==> config.mk <==
export PLATFORM = sky130hd
export DESIGN_NAME = bmp_stream_pixel_decoder_flat
export DESIGN_NICKNAME = d
export VERILOG_FILES = /design/src/rtl/bmpdec_pkg.sv /design/src/rtl/bmpdec_if.sv /design/src/rtl/bmpdec_front.sv /design/src/rtl/bmpdec_queue.sv /design/src/rtl/bmpdec_back.sv /design/src/rtl/bmp_stream_pixel_decoder.sv /design/src/flat_wrapper.sv
export SDC_FILE = /design/constraint.sdc
export NUM_CORES = 2
export LEC_CHECK = 0
export ABC_AREA = 0
export BUFFER_PORTS_ARGS = -buffer_cell sky130_fd_sc_hd__buf_4
export CAP_MARGIN = 20
export CORE_MARGIN = 2
export CORE_UTILIZATION = 55
export DETAILED_ROUTE_END_ITERATION = 6
export PLACE_DENSITY = 0.75
export REMOVE_ABC_BUFFERS = 1
export SLEW_MARGIN = 10
export SYNTH_ARGS = -nofsm -noshare
export SYNTH_HDL_FRONTEND = slang
export SYNTH_HIERARCHICAL = 1
export SYNTH_SLANG_ARGS = --single-unit
==> constraint.sdc <==
create_clock -name clk -period 10.8 [get_ports clk]
set_clock_uncertainty 0.15 [all_clocks]
set_input_delay 0.54 -clock clk [delete_from_list [all_inputs] [get_ports clk]]
set_output_delay 0.54 -clock clk [all_outputs]
set_load 0.01 [all_outputs]
==> src/rtl/bmpdec_pkg.sv <==
// Shared types, constants and helpers for the BMP stream pixel decoder.
`timescale 1ns / 1ps

package bmpdec_pkg;

  // Largest accepted width or height magnitude.
  localparam int MAX_DIM = 4096;

  // Header layout.
  localparam int HDR_LEN    = 54;
  localparam int OFF_DATA   = 10;
  localparam int OFF_WIDTH  = 18;
  localparam int OFF_HEIGHT = 22;
  localparam int OFF_BPP    = 28;
  localparam int OFF_COMP   = 30;
  localparam int BPP_24     = 24;
  localparam int BPP_32     = 32;

  localparam logic [7:0] SIG_B        = 8'h42;
  localparam logic [7:0] SIG_M        = 8'h4D;
  localparam logic [7:0] ALPHA_OPAQUE = 8'hFF;

  // Result queue between the parser and the output stage.
  localparam int Q_DEPTH = 4;
  localparam int Q_PTR_W = $clog2(Q_DEPTH);
  localparam int Q_CNT_W = $clog2(Q_DEPTH + 1);

  typedef enum logic [2:0] {
    PH_IDLE,
    PH_HEADER,
    PH_SKIP,
    PH_PIXELS,
    PH_DONE
  } phase_t;

  typedef enum logic [1:0] {
    KIND_HEADER = 2'd0,
    KIND_PIXEL  = 2'd1,
    KIND_DONE   = 2'd2,
    KIND_ERROR  = 2'd3
  } kind_t;

  typedef enum logic [1:0] {
    ERR_SIG   = 2'd0,
    ERR_FMT   = 2'd1,
    ERR_TRUNC = 2'd2
  } err_t;

  // One queued result. For a pixel the width field carries the image width
  // so the output stage can form the destination index.
  typedef struct packed {
    kind_t       kind;
    logic [12:0] width;
    logic [12:0] height;
    logic [23:0] rgb;
    logic [11:0] x;
    logic [11:0] y;
    err_t        err;
    logic        last;
  } res_t;

  // Up to two results written into the queue in one cycle.
  typedef struct packed {
    logic [1:0] count;
    res_t       res0;
    res_t       res1;
  } push_t;

  function automatic res_t mk_res(kind_t k);
    res_t r;
    r      = '0;
    r.kind = k;
    return r;
  endfunction

  function automatic res_t mk_err(err_t e);
    res_t r;
    r      = '0;
    r.kind = KIND_ERROR;
    r.err  = e;
    return r;
  endfunction

endpackage

==> src/rtl/bmpdec_if.sv <==
// Channel interfaces for the byte input and the result output.
`timescale 1ns / 1ps

interface bmpdec_in_if;
  logic       valid;
  logic       ready;
  logic [7:0] data_byte;
  logic       first_byte;
  logic       last_byte;

  modport source (output valid, output data_byte, output first_byte, output last_byte,
                  input ready);
  modport sink (input valid, input data_byte, input first_byte, input last_byte,
                output ready);
endinterface

interface bmpdec_out_if;
  logic        valid;
  logic        ready;
  logic [1:0]  kind;
  logic [12:0] image_width;
  logic [12:0] image_height;
  logic [31:0] pixel_argb;
  logic [11:0] pixel_x;
  logic [11:0] pixel_y;
  logic [23:0] pixel_index;
  logic [1:0]  error_code;
  logic        last_of_run;

  modport source (output valid, output kind, output image_width, output image_height,
                  output pixel_argb, output pixel_x, output pixel_y, output pixel_index,
                  output error_code, output last_of_run, input ready);
  modport sink (input valid, input kind, input image_width, input image_height,
                input pixel_argb, input pixel_x, input pixel_y, input pixel_index,
                input error_code, input last_of_run, output ready);
endinterface

==> src/rtl/bmpdec_front.sv <==
// Byte parser: header capture and checks, offset skip, row and pixel assembly.
`timescale 1ns / 1ps

module bmpdec_front import bmpdec_pkg::*; (
  input  logic       clk,
  input  logic       rst_n,
  input  logic       accept,
  input  logic [7:0] data_byte,
  input  logic       first_byte,
  input  logic       last_byte,
  output push_t      push
);

  phase_t      phase_r, phase_nxt, ph;
  logic [31:0] pos_r, pos_nxt, pos_cur;
  logic [5:0]  hp;

  // Raw header fields.
  logic [7:0]  sig0_r, sig0_nxt, sig1_r, sig1_nxt;
  logic [31:0] off_r, off_nxt, wid_r, wid_nxt, hgt_r, hgt_nxt, comp_r, comp_nxt;
  logic [15:0] bpp_r, bpp_nxt;

  // Image geometry and row walking state.
  logic [31:0] data_start_r, data_start_nxt;
  logic [12:0] width_r, width_nxt, height_r, height_nxt;
  logic        flip_r, flip_nxt, four_r, four_nxt;
  logic [14:0] data_bytes_r, data_bytes_nxt, row_last_r, row_last_nxt;
  logic [14:0] row_byte_r, row_byte_nxt;
  logic [11:0] col_r, col_nxt, row_r, row_nxt;
  logic [1:0]  pbp_r, pbp_nxt;
  logic [7:0]  blue_r, blue_nxt, green_r, green_nxt;

  // Header check terms.
  logic [31:0] hmag;
  logic        fmt_bad;
  logic [14:0] db, db_p3, rsize;

  // Pixel terms.
  logic [12:0] y13, row_inc13;
  logic        row_end, done, pix;
  logic [1:0]  pbp_last;

  res_t        rq [2];
  logic [1:0]  n;

  always_ff @(posedge clk) begin
    if (!rst_n) begin
      phase_r <= PH_IDLE;
      pos_r   <= '0;
    end else begin
      phase_r <= phase_nxt;
      pos_r   <= pos_nxt;
    end
  end

  always_ff @(posedge clk) begin
    sig0_r       <= sig0_nxt;
    sig1_r       <= sig1_nxt;
    off_r        <= off_nxt;
    wid_r        <= wid_nxt;
    hgt_r        <= hgt_nxt;
    comp_r       <= comp_nxt;
    bpp_r        <= bpp_nxt;
    data_start_r <= data_start_nxt;
    width_r      <= width_nxt;
    height_r     <= height_nxt;
    flip_r       <= flip_nxt;
    four_r       <= four_nxt;
    data_bytes_r <= data_bytes_nxt;
    row_last_r   <= row_last_nxt;
    row_byte_r   <= row_byte_nxt;
    col_r        <= col_nxt;
    row_r        <= row_nxt;
    pbp_r        <= pbp_nxt;
    blue_r       <= blue_nxt;
    green_r      <= green_nxt;
  end

  // Header checks read only captured fields; the last header byte carries none.
  always_comb begin
    hmag    = hgt_r[31] ? (32'd0 - hgt_r) : hgt_r;
    fmt_bad = (comp_r != 32'd0) ||
              ((bpp_r != 16'(BPP_24)) && (bpp_r != 16'(BPP_32))) ||
              wid_r[31] || (wid_r > 32'(MAX_DIM)) || (hmag > 32'(MAX_DIM)) ||
              (off_r < 32'(HDR_LEN));
    if (bpp_r == 16'(BPP_32)) begin
      db = {wid_r[12:0], 2'b00};
    end else begin
      db = {1'b0, wid_r[12:0], 1'b0} + {2'b00, wid_r[12:0]};
    end
    db_p3 = db + 15'd3;
    rsize = {db_p3[14:2], 2'b00};
  end

  always_comb begin
    y13       = flip_r ? (height_r - 13'd1 - {1'b0, row_r}) : {1'b0, row_r};
    row_inc13 = {1'b0, row_r} + 13'd1;
    row_end   = (row_byte_r == row_last_r);
    done      = row_end && (row_inc13 >= height_r);
    pbp_last  = four_r ? 2'd3 : 2'd2;
  end

  always_comb begin
    ph             = first_byte ? PH_HEADER : phase_r;
    pos_cur        = first_byte ? 32'd0 : pos_r;
    hp             = pos_cur[5:0];
    phase_nxt      = phase_r;
    pos_nxt        = pos_r;
    sig0_nxt       = sig0_r;
    sig1_nxt       = sig1_r;
    off_nxt        = off_r;
    wid_nxt        = wid_r;
    hgt_nxt        = hgt_r;
    comp_nxt       = comp_r;
    bpp_nxt        = bpp_r;
    data_start_nxt = data_start_r;
    width_nxt      = width_r;
    height_nxt     = height_r;
    flip_nxt       = flip_r;
    four_nxt       = four_r;
    data_bytes_nxt = data_bytes_r;
    row_last_nxt   = row_last_r;
    row_byte_nxt   = row_byte_r;
    col_nxt        = col_r;
    row_nxt        = row_r;
    pbp_nxt        = pbp_r;
    blue_nxt       = blue_r;
    green_nxt      = green_r;
    pix            = 1'b0;
    rq[0]          = '0;
    rq[1]          = '0;
    n              = 2'd0;

    if (accept) begin
      phase_nxt = ph;
      pos_nxt   = pos_cur;
      unique case (ph)
        PH_HEADER: begin
          if (pos_cur != 32'(HDR_LEN - 1)) begin
            pos_nxt = pos_cur + 32'd1;
            if (hp == 6'd0) sig0_nxt = data_byte;
            if (hp == 6'd1) sig1_nxt = data_byte;
            for (int i = 0; i < 4; i++) begin
              if (hp == 6'(OFF_DATA + i))   off_nxt[i*8 +: 8]  = data_byte;
              if (hp == 6'(OFF_WIDTH + i))  wid_nxt[i*8 +: 8]  = data_byte;
              if (hp == 6'(OFF_HEIGHT + i)) hgt_nxt[i*8 +: 8]  = data_byte;
              if (hp == 6'(OFF_COMP + i))   comp_nxt[i*8 +: 8] = data_byte;
            end
            for (int i = 0; i < 2; i++) begin
              if (hp == 6'(OFF_BPP + i)) bpp_nxt[i*8 +: 8] = data_byte;
            end
            if (last_byte) begin
              rq[0]     = mk_err(ERR_TRUNC);
              n         = 2'd1;
              phase_nxt = PH_DONE;
            end
          end else if ((sig0_r != SIG_B) || (sig1_r != SIG_M)) begin
            rq[0]     = mk_err(ERR_SIG);
            n         = 2'd1;
            phase_nxt = PH_DONE;
          end else if (fmt_bad) begin
            rq[0]     = mk_err(ERR_FMT);
            n         = 2'd1;
            phase_nxt = PH_DONE;
          end else begin
            data_start_nxt = off_r;
            width_nxt      = wid_r[12:0];
            height_nxt     = hmag[12:0];
            flip_nxt       = !hgt_r[31] && (hgt_r != 32'd0);
            four_nxt       = (bpp_r == 16'(BPP_32));
            data_bytes_nxt = db;
            row_last_nxt   = rsize - 15'd1;
            row_byte_nxt   = '0;
            col_nxt        = '0;
            row_nxt        = '0;
            pbp_nxt        = '0;
            pos_nxt        = 32'(HDR_LEN);
            rq[0]          = mk_res(KIND_HEADER);
            rq[0].width    = wid_r[12:0];
            rq[0].height   = hmag[12:0];
            n              = 2'd1;
            if ((wid_r[12:0] == 13'd0) || (hmag[12:0] == 13'd0)) begin
              rq[1]     = mk_res(KIND_DONE);
              n         = 2'd2;
              phase_nxt = PH_DONE;
            end else begin
              phase_nxt = (off_r == 32'(HDR_LEN)) ? PH_PIXELS : PH_SKIP;
              if (last_byte) begin
                rq[1]     = mk_err(ERR_TRUNC);
                n         = 2'd2;
                phase_nxt = PH_DONE;
              end
            end
          end
        end

        PH_SKIP: begin
          if (pos_cur == data_start_r - 32'd1) phase_nxt = PH_PIXELS;
          pos_nxt = pos_cur + 32'd1;
          if (last_byte) begin
            rq[0]     = mk_err(ERR_TRUNC);
            n         = 2'd1;
            phase_nxt = PH_DONE;
          end
        end

        PH_PIXELS: begin
          if (row_byte_r < data_bytes_r) begin
            if (pbp_r == 2'd0) blue_nxt = data_byte;
            if (pbp_r == 2'd1) green_nxt = data_byte;
            if (pbp_r == 2'd2) begin
              pix     = 1'b1;
              col_nxt = col_r + 12'd1;
            end
            pbp_nxt = (pbp_r == pbp_last) ? 2'd0 : (pbp_r + 2'd1);
          end
          if (row_end) begin
            row_byte_nxt = '0;
            col_nxt      = '0;
            pbp_nxt      = '0;
            row_nxt      = row_inc13[11:0];
          end else begin
            row_byte_nxt = row_byte_r + 15'd1;
          end
          // A pixel finished on a truncating byte is dropped.
          if (pix && (done || !last_byte)) begin
            rq[0]       = mk_res(KIND_PIXEL);
            rq[0].rgb   = {data_byte, green_r, blue_r};
            rq[0].x     = col_r;
            rq[0].y     = y13[11:0];
            rq[0].width = width_r;
            n           = 2'd1;
          end
          if (done) begin
            rq[n[0]]  = mk_res(KIND_DONE);
            n         = n + 2'd1;
            phase_nxt = PH_DONE;
          end else if (last_byte) begin
            rq[n[0]]  = mk_err(ERR_TRUNC);
            n         = n + 2'd1;
            phase_nxt = PH_DONE;
          end
        end

        PH_IDLE, PH_DONE: begin
        end

        default: begin
          phase_nxt = PH_IDLE;
        end
      endcase
    end

    if (n == 2'd2) begin
      rq[1].last = 1'b1;
    end else if (n == 2'd1) begin
      rq[0].last = 1'b1;
    end
    push.count = n;
    push.res0  = rq[0];
    push.res1  = rq[1];
  end

endmodule

==> src/rtl/bmpdec_queue.sv <==
// Short result queue: up to two writes and one read per cycle.
`timescale 1ns / 1ps

module bmpdec_queue import bmpdec_pkg::*; (
  input  logic  clk,
  input  logic  rst_n,
  input  push_t push,
  input  logic  pop,
  output logic  room,
  output logic  head_valid,
  output res_t  head
);

  res_t               mem [Q_DEPTH];
  logic [Q_PTR_W-1:0] wr_ptr_r, wr_ptr_nxt, rd_ptr_r, rd_ptr_nxt, wr_ptr_p1;
  logic [Q_CNT_W-1:0] count_r, count_nxt;

  assign wr_ptr_p1  = wr_ptr_r + Q_PTR_W'(1);
  assign room       = (count_r <= Q_CNT_W'(Q_DEPTH - 2));
  assign head_valid = (count_r != '0);
  assign head       = mem[rd_ptr_r];

  always_comb begin
    wr_ptr_nxt = wr_ptr_r + Q_PTR_W'(push.count);
    rd_ptr_nxt = rd_ptr_r + Q_PTR_W'(pop);
    count_nxt  = count_r + Q_CNT_W'(push.count) - Q_CNT_W'(pop);
  end

  always_ff @(posedge clk) begin
    if (!rst_n) begin
      wr_ptr_r <= '0;
      rd_ptr_r <= '0;
      count_r  <= '0;
    end else begin
      wr_ptr_r <= wr_ptr_nxt;
      rd_ptr_r <= rd_ptr_nxt;
      count_r  <= count_nxt;
    end
  end

  always_ff @(posedge clk) begin
    if (push.count != 2'd0) mem[wr_ptr_r] <= push.res0;
    if (push.count == 2'd2) mem[wr_ptr_p1] <= push.res1;
  end

endmodule

==> src/rtl/bmpdec_back.sv <==
// Output register stage: forms ARGB and the destination index, holds under stall.
`timescale 1ns / 1ps

module bmpdec_back import bmpdec_pkg::*; (
  input  logic         clk,
  input  logic         rst_n,
  input  logic         head_valid,
  input  res_t         head,
  output logic         pop,
  bmpdec_out_if.source out_bus
);

  logic        valid_r, valid_nxt, load;
  kind_t       kind_r;
  logic [12:0] width_r, height_r;
  logic [31:0] argb_r;
  logic [11:0] x_r, y_r;
  logic [23:0] index_r;
  err_t        err_r;
  logic        last_r;
  logic        is_pix, is_hdr;
  logic [24:0] prod, sum;

  assign load      = !valid_r || out_bus.ready;
  assign pop       = head_valid && load;
  assign valid_nxt = load ? head_valid : valid_r;
  assign is_pix    = (head.kind == KIND_PIXEL);
  assign is_hdr    = (head.kind == KIND_HEADER);
  assign prod      = 25'(head.y) * 25'(head.width);
  assign sum       = prod + 25'(head.x);

  always_ff @(posedge clk) begin
    if (!rst_n) begin
      valid_r <= 1'b0;
    end else begin
      valid_r <= valid_nxt;
    end
  end

  always_ff @(posedge clk) begin
    if (pop) begin
      kind_r   <= head.kind;
      width_r  <= is_hdr ? head.width : 13'd0;
      height_r <= is_hdr ? head.height : 13'd0;
      argb_r   <= is_pix ? {ALPHA_OPAQUE, head.rgb} : 32'd0;
      x_r      <= is_pix ? head.x : 12'd0;
      y_r      <= is_pix ? head.y : 12'd0;
      index_r  <= is_pix ? sum[23:0] : 24'd0;
      err_r    <= head.err;
      last_r   <= head.last;
    end
  end

  assign out_bus.valid        = valid_r;
  assign out_bus.kind         = kind_r;
  assign out_bus.image_width  = width_r;
  assign out_bus.image_height = height_r;
  assign out_bus.pixel_argb   = argb_r;
  assign out_bus.pixel_x      = x_r;
  assign out_bus.pixel_y      = y_r;
  assign out_bus.pixel_index  = index_r;
  assign out_bus.error_code   = err_r;
  assign out_bus.last_of_run  = last_r;

endmodule

==> src/rtl/bmp_stream_pixel_decoder.sv <==
// Top level of the BMP stream pixel decoder (24- and 32-bit uncompressed).
// The in_bus channel takes one file byte per request; first_byte restarts the
// parser on a new file and last_byte marks the end of the stream. A request is
// taken when valid and ready are both high at a rising clock edge.
// The out_bus channel returns results: header accepted, pixel, image complete
// or error. One byte causes at most two results; last_of_run marks the last.
// The results of a taken byte are queued, then registered onto out_bus in order.
// Throughput: one byte per clock while in_bus.ready is high. A four-entry
// result queue sits between the parser and the output register; in_bus.ready
// drops only while fewer than two queue entries are free. A byte adds at most
// two entries and the output register drains one per clock, so the queue only
// fills while out_bus stalls. A stalled out_bus holds its result steady; bytes
// keep flowing until the queue fills. Reset (rst_n low, synchronous) empties
// the queue and the output register and puts the parser in idle, where it
// waits for a first_byte.
`timescale 1ns / 1ps

module bmp_stream_pixel_decoder import bmpdec_pkg::*; (
  input  logic         clk,
  input  logic         rst_n,
  bmpdec_in_if.sink    in_bus,
  bmpdec_out_if.source out_bus
);

  push_t push;
  logic  room;
  logic  head_valid;
  res_t  head;
  logic  pop;
  logic  accept;

  // Ready depends only on queue occupancy, never on the parser phase.
  assign in_bus.ready = room;
  assign accept       = in_bus.valid && room;

  // Front part: parses each taken byte and produces zero, one or two results.
  bmpdec_front u_front (
    .clk        (clk),
    .rst_n      (rst_n),
    .accept     (accept),
    .data_byte  (in_bus.data_byte),
    .first_byte (in_bus.first_byte),
    .last_byte  (in_bus.last_byte),
    .push       (push)
  );

  // Queue decouples the parser from output stalls.
  bmpdec_queue u_queue (
    .clk        (clk),
    .rst_n      (rst_n),
    .push       (push),
    .pop        (pop),
    .room       (room),
    .head_valid (head_valid),
    .head       (head)
  );

  // Back part: one result per cycle into the output register while out_bus is not stalled.
  bmpdec_back u_back (
    .clk        (clk),
    .rst_n      (rst_n),
    .head_valid (head_valid),
    .head       (head),
    .pop        (pop),
    .out_bus    (out_bus)
  );

endmodule

==> src/flat_wrapper.sv <==
// flat-port wrapper written by rule: the top's interface ports become plain ports
module bmp_stream_pixel_decoder_flat import bmpdec_pkg::*;
  (clk, rst_n, in_bus_valid, in_bus_data_byte, in_bus_first_byte, in_bus_last_byte, in_bus_ready, out_bus_valid, out_bus_kind, out_bus_image_width, out_bus_image_height, out_bus_pixel_argb, out_bus_pixel_x, out_bus_pixel_y, out_bus_pixel_index, out_bus_error_code, out_bus_last_of_run, out_bus_ready);
  bmpdec_in_if in_bus_i ();
  bmpdec_out_if out_bus_i ();
  input  logic clk;
  input  logic rst_n;
  input wire logic [$bits(in_bus_i.valid)-1:0] in_bus_valid;
  input wire logic [$bits(in_bus_i.data_byte)-1:0] in_bus_data_byte;
  input wire logic [$bits(in_bus_i.first_byte)-1:0] in_bus_first_byte;
  input wire logic [$bits(in_bus_i.last_byte)-1:0] in_bus_last_byte;
  output wire logic [$bits(in_bus_i.ready)-1:0] in_bus_ready;
  output wire logic [$bits(out_bus_i.valid)-1:0] out_bus_valid;
  output wire logic [$bits(out_bus_i.kind)-1:0] out_bus_kind;
  output wire logic [$bits(out_bus_i.image_width)-1:0] out_bus_image_width;
  output wire logic [$bits(out_bus_i.image_height)-1:0] out_bus_image_height;
  output wire logic [$bits(out_bus_i.pixel_argb)-1:0] out_bus_pixel_argb;
  output wire logic [$bits(out_bus_i.pixel_x)-1:0] out_bus_pixel_x;
  output wire logic [$bits(out_bus_i.pixel_y)-1:0] out_bus_pixel_y;
  output wire logic [$bits(out_bus_i.pixel_index)-1:0] out_bus_pixel_index;
  output wire logic [$bits(out_bus_i.error_code)-1:0] out_bus_error_code;
  output wire logic [$bits(out_bus_i.last_of_run)-1:0] out_bus_last_of_run;
  input wire logic [$bits(out_bus_i.ready)-1:0] out_bus_ready;
  assign in_bus_i.valid = in_bus_valid;
  assign in_bus_i.data_byte = in_bus_data_byte;
  assign in_bus_i.first_byte = in_bus_first_byte;
  assign in_bus_i.last_byte = in_bus_last_byte;
  assign in_bus_ready = in_bus_i.ready;
  assign out_bus_valid = out_bus_i.valid;
  assign out_bus_kind = out_bus_i.kind;
  assign out_bus_image_width = out_bus_i.image_width;
  assign out_bus_image_height = out_bus_i.image_height;
  assign out_bus_pixel_argb = out_bus_i.pixel_argb;
  assign out_bus_pixel_x = out_bus_i.pixel_x;
  assign out_bus_pixel_y = out_bus_i.pixel_y;
  assign out_bus_pixel_index = out_bus_i.pixel_index;
  assign out_bus_error_code = out_bus_i.error_code;
  assign out_bus_last_of_run = out_bus_i.last_of_run;
  assign out_bus_i.ready = out_bus_ready;
  bmp_stream_pixel_decoder u_core (.clk(clk), .rst_n(rst_n), .in_bus(in_bus_i), .out_bus(out_bus_i));
endmodule
Yosys cells after proc, flatten, opt, wreduce, memory -nomap -nowiden
Memory sizes are Yosys's and may differ from the RTL's. A register that Yosys moved wholly into a read port is not among the register bits. Index checks and enable logic that the tools add are counted.

Register bits: 461. Logic and storage cells: 276. Memories kept: 1. Bits of input ports: 14. Bits in writable memories: 316.

Memory list: u_core.u_queue.mem (words 4, width 79, read ports 1, clocked after memory_dff 1, wr ports 2, line bmpdec_queue.sv:14) `res_t mem [Q_DEPTH];`.

Equality and inequality tests: 44. Multiply operators: 1. Bitwise gates (word level): 10. $lt $le $gt $ge: 8. Add/subtract/negate cells: 19. Reductions and logical operators: 58. Mux-type cells: 86.

Operators by type and width (count): two-way mux 79 bit (11); two-way mux 158 bit (3); one-hot mux 79 bit (3 select lines) (1); two-way mux 32 bit (6); one-hot mux 79 bit (2 select lines) (1); bitwise AND 156 bit (1); inverter 156 bit (1); bitwise AND 152 bit (1); inverter 152 bit (1); two-way mux 12 bit (8); AND reduction 4 bit (22); demux 79 bit (select 1 bit) (1); two-way mux 78 bit (1); two-way mux 15 bit (5); equality test 6 x 5 -> 1 bit, second input constant (12); > comparator 32 x 13 -> 1 bit, second input constant (2); one-hot mux 32 bit (2 select lines) (1); nonzero test 32 bit (2); one-hot mux 12 bit (2 select lines) (2); two-way mux 2 bit (17); adder 32 x 1 -> 32 bit, second input constant (1); equality test 32 bit (1); equality test 32 x 6 -> 1 bit, second input constant (1); < comparator 32 x 6 -> 1 bit, second input constant (1); other kinds (62) (123).

Logic depth before layout (Yosys ltp)
Word-level depth: 22. Gate-level depth with buffers: 26.

Cells and area by module
The synthesis kept the hierarchy.

Modules (own cells, without submodules): bmpdec_front (area an instance 19545.0 um2, seq. area each 9859.5 um2, instances 1, cells an instance 1856); bmpdec_queue (area an instance 15557.4 um2, seq. area each 9629.2 um2, instances 1, cells an instance 807); bmpdec_back (area an instance 9479.1 um2, seq. area each 3143.0 um2, instances 1, cells an instance 910); bmp_stream_pixel_decoder (area an instance 6.3 um2, seq. area each 0.0 um2, instances 1, cells an instance 1).

Least setup slack after synthesis
Ideal clock, no wire load.

Path kind: reg-to-reg. Start: reg u_core.u_front.row_r[2]. End: mem u_core/u_queue/mem[0][0] in the netlist's numbering, enable pin. Slack: 781 ps. Stages on the path, launching flop included: 21. Data arrival time: 9244 ps. Required time: 10025 ps. Period minus slack after synthesis: 10019 ps. Path buffers: 0. Cells stage by stage: edfxtp_1 -> inv_1 -> nor3_1 -> and3_1 -> and3_1 -> nand3_1 -> xnor2_1 -> ha_1 -> a2111oi_0 -> o21ai_0 -> a22oi_1 -> o21ai_0 -> nand2_1 -> a21o_1 -> ha_1 -> nand3_1 -> nand4_1 -> o31ai_2 -> nor2_1 -> o21bai_1 -> o21ai_0.

RTL lines: start: declaration (line bmpdec_front.sv:29) `logic [11:0] col_r, col_nxt, row_r, row_nxt;`; start signal: assignment (line bmpdec_front.sv:73) `row_r <= row_nxt;`; end: declaration (line bmpdec_queue.sv:14).

==> run_results.csv <==
group,metric,value,unit
status,status,"finished, final reports clean",
yosys,ys_top_cells_by_area,"edfxtp_1 49%, mux2_2 7.8%, fa_1 5.5%, ha_1 4.1%, mux4_2 4.0%",
place,post-place-cells,4636,
global_routing,grt_pass1_vias,27975,
clock_tree,path_clk_slew,60,ps
setup_path,endpoint_kind,"register",
drt,drtAntennaViolNets,0,
global_routing,track_usage,24.2,%
drt,drc_errors,0,
yosys,syn_area_per_cell,12.5,µm²
global_routing,grt-ovfl-total,0,
finish,post-route-util,60.9,%
timing,setup_violations,0,
timing,postLayoutSetupSlackWorst,3550,ps
die,die_h,289,µm
timing,drv_slew,0,
yosys,ys.flop_type,"edfxtp_1",
drt,drt_iter0_markers,2239,
yosys,synthArstFlopShare,0,%
finish,fin_cells,4792,
die,die_x,289,µm
yosys,synth_area,44600,µm²
global_routing,grt_start_max_net_pins,81,
timing,hold_violations,0,
drt,vias_per_cell,5.84,
place,dp_slack,3620,ps
place,gp_congestion,0.905,
place,dp_hpwl,67.0,mm
setup_path,ff2ff_setup_slack,3550,ps
drt,dr.pass1.iters,5,
yosys,synth_top_area_cell,"edfxtp_1",
yosys,synth.top_cell.area_share,48.8,%
timing,slew_headroom,26.2,%
worst_hold_path,hold_class,"input port to register",
setup_path,path_class,"register to register",
setup_path,cp.required,10910,ps
yosys,synth_edf_count,725,
clock_tree,clock-sinks,768,
clock_tree,cts_tree,"yes",
die,ios,127,
clock_tree,clkLatencyLatePin,640,ps
die,rows,104,
die,initial_core_util,55.4,%
global_routing,grt_antenna_before_repair,1,
clock_tree,post_cts_buffers,0,
clock_tree,cts_buffer_depth,3,
flow_run,cap_violations,0,
global_routing,grt_pass1_wl,157,mm
yosys,ys_seq_area_share,50.8,%
die,dieArea,83400,µm²
drt,vias,28005,
clock_tree,clock-root-buffer,"clkbuf_16",
yosys,synth-seq-cells,768,
setup_path,crit_fanout,52,
finish,final_common_cell,"edfxtp_1",
timing,fin_crit_sh,67.1,%
setup_path,crit_arrival,7350,ps
clock_tree,numCtsBuffers,82,
setup_path,start_kind,"register",
yosys,netlist-cell-type-count,101,
clock_tree,hold_buffers,0,
timing,period_needed,7250,ps
finish,final_cell_mix,"725 x edfxtp_1, 309 x mux2_2, 285 x inv_1",
die,core,80400,µm²
yosys,synthCells,3574,
finish,drive_above_1_share,19.3,%
timing,timing.hold.ws,123,ps
finish,nets,3947,
yosys,yosys_warnings,6,
clock_tree,h-tree-depth,3,
drt,wl_per_cell,20.9,µm
timing,tightest_slew,1110,ps
clock_tree,cts_resized,0,
finish,syn_to_final_growth,9.80,%
timing,timing.fmax,138,MHz
timing,rsz0062_at_grt,"false",
drt,routed_wl,100,mm
place,numPortBuffers,126,
worst max-delay path: stages, from the launching register on:
cell       delay (ps)
edfxtp_1          430
inv_1              80
nor3_1            340
and3_1            230
and3_1            240
nand3_1           110
xnor2_1           230
ha_1              280
a2111oi_0         390
o21ai_0           150
a22oi_1           230
o21ai_0           280
nand2_1           310
a21o_1            250
ha_1              140
nand3_1            80
nand4_1           120
o31ai_2            90
nor2_1            610
o21bai_1          320
o21bai_4          870
buf_4             830
cells in the mapped netlist (all sizes together), types with 5 or more instances:
cell type,n
dfxtp,43
buf,143
inv,286
edfxtp,725
ha,146
nor4b,7
o211ai,12
mux4,79
nand2,206
or2,6
nand4b,11
a21o,19
a31oi,22
nor3b,5
nor2b,30
a21oi,83
clkbuf,92
or3,20
and2,242
nand4,43
o21bai,10
nor2,204
and3,28
nand2b,19
mux2i,30
o21ai,96
o2111ai,9
nor3,61
a22oi,10
o31ai,12
xnor2,110
nand3b,7
a2111oi,8
o21a,13
fa,123
mux2,320
and3b,5
nor4,69
nand3,62
a211oi,15
xor2,51
a32oi,5
or4,19
stage by stage:
step,setup TNS [ps],cell area [µm²]
after floorplan,-483750,43600
after global placement,0,46200
after detailed placement,0,46200
after CTS,0,48900
after global routing,0,49000
final,0,49000
layer usage:
layer	global-route usage (%)	wire (µm)
met1	33.3	43300
met2	40.1	48600
met3	3.25	5820
met4	7.46	2670
met5	0	0
cell families (layout without fill, tap and decap cells):
group	Yosys count	count (layout)	share of synthesized area, %
DFF	768	768	50.8
adders and majority gates	269	269	9.62
AOI/OAI and AO/OA	359	359	5.38
muxes	429	429	12.7
other	1	77	0.00841
buffers and inverters	522	604	5.33
and+or+nand+nor	1063	1063	12.9
xor gates and xnor gates	163	163	3.26
registers in the layout (all words and copies together) (netlist names), 13 cells and up:
register,flops
u_core/u_queue/mem,316
u_core/u_front/comp_r,32
u_core/u_front/data_start_r,32
u_core/u_front/hgt_r,32
u_core/u_front/off_r,32
u_core/u_front/pos_r,32
u_core/u_front/wid_r,32
u_core/u_back/out_bus.pixel_argb,25
u_core/u_back/out_bus.pixel_index,24
u_core/u_front/bpp_r,16
u_core/u_front/data_bytes_r,15
u_core/u_front/row_byte_r,15
u_core/u_back/out_bus.image_height,13
u_core/u_back/out_bus.image_width,13
u_core/u_front/height_r,13
u_core/u_front/row_last_r,13
u_core/u_front/width_r,13
path summary, 6_finish.rpt:
path,startpoint,end,cells past startpoint
setup / recovery,u_core/u_front/row_r[2],u_core/u_queue/mem[2][18],21
hold / removal,out_bus_ready,u_core/u_back/out_bus.valid,3
setup reg to reg,u_core/u_front/row_r[2],u_core/u_queue/mem[2][18],21
hold reg to reg,u_core/u_front/off_r[31],u_core/u_front/data_start_r[31],0
cell type report:
cell class | instances | area, µm²
antenna | 2 | 5.00
clock buffer | 105 | 2220
clock inverter | 45 | 488
fill | 6295 | 31500
inverter | 287 | 1080
multi-input combinational | 2358 | 19900
sequential | 768 | 22600
tap | 1060 | 1330
timing repair buffer | 167 | 1270
Power is not shown: default switching activity piles up to over one toggle a cycle in this logic, so the estimate is an artifact.
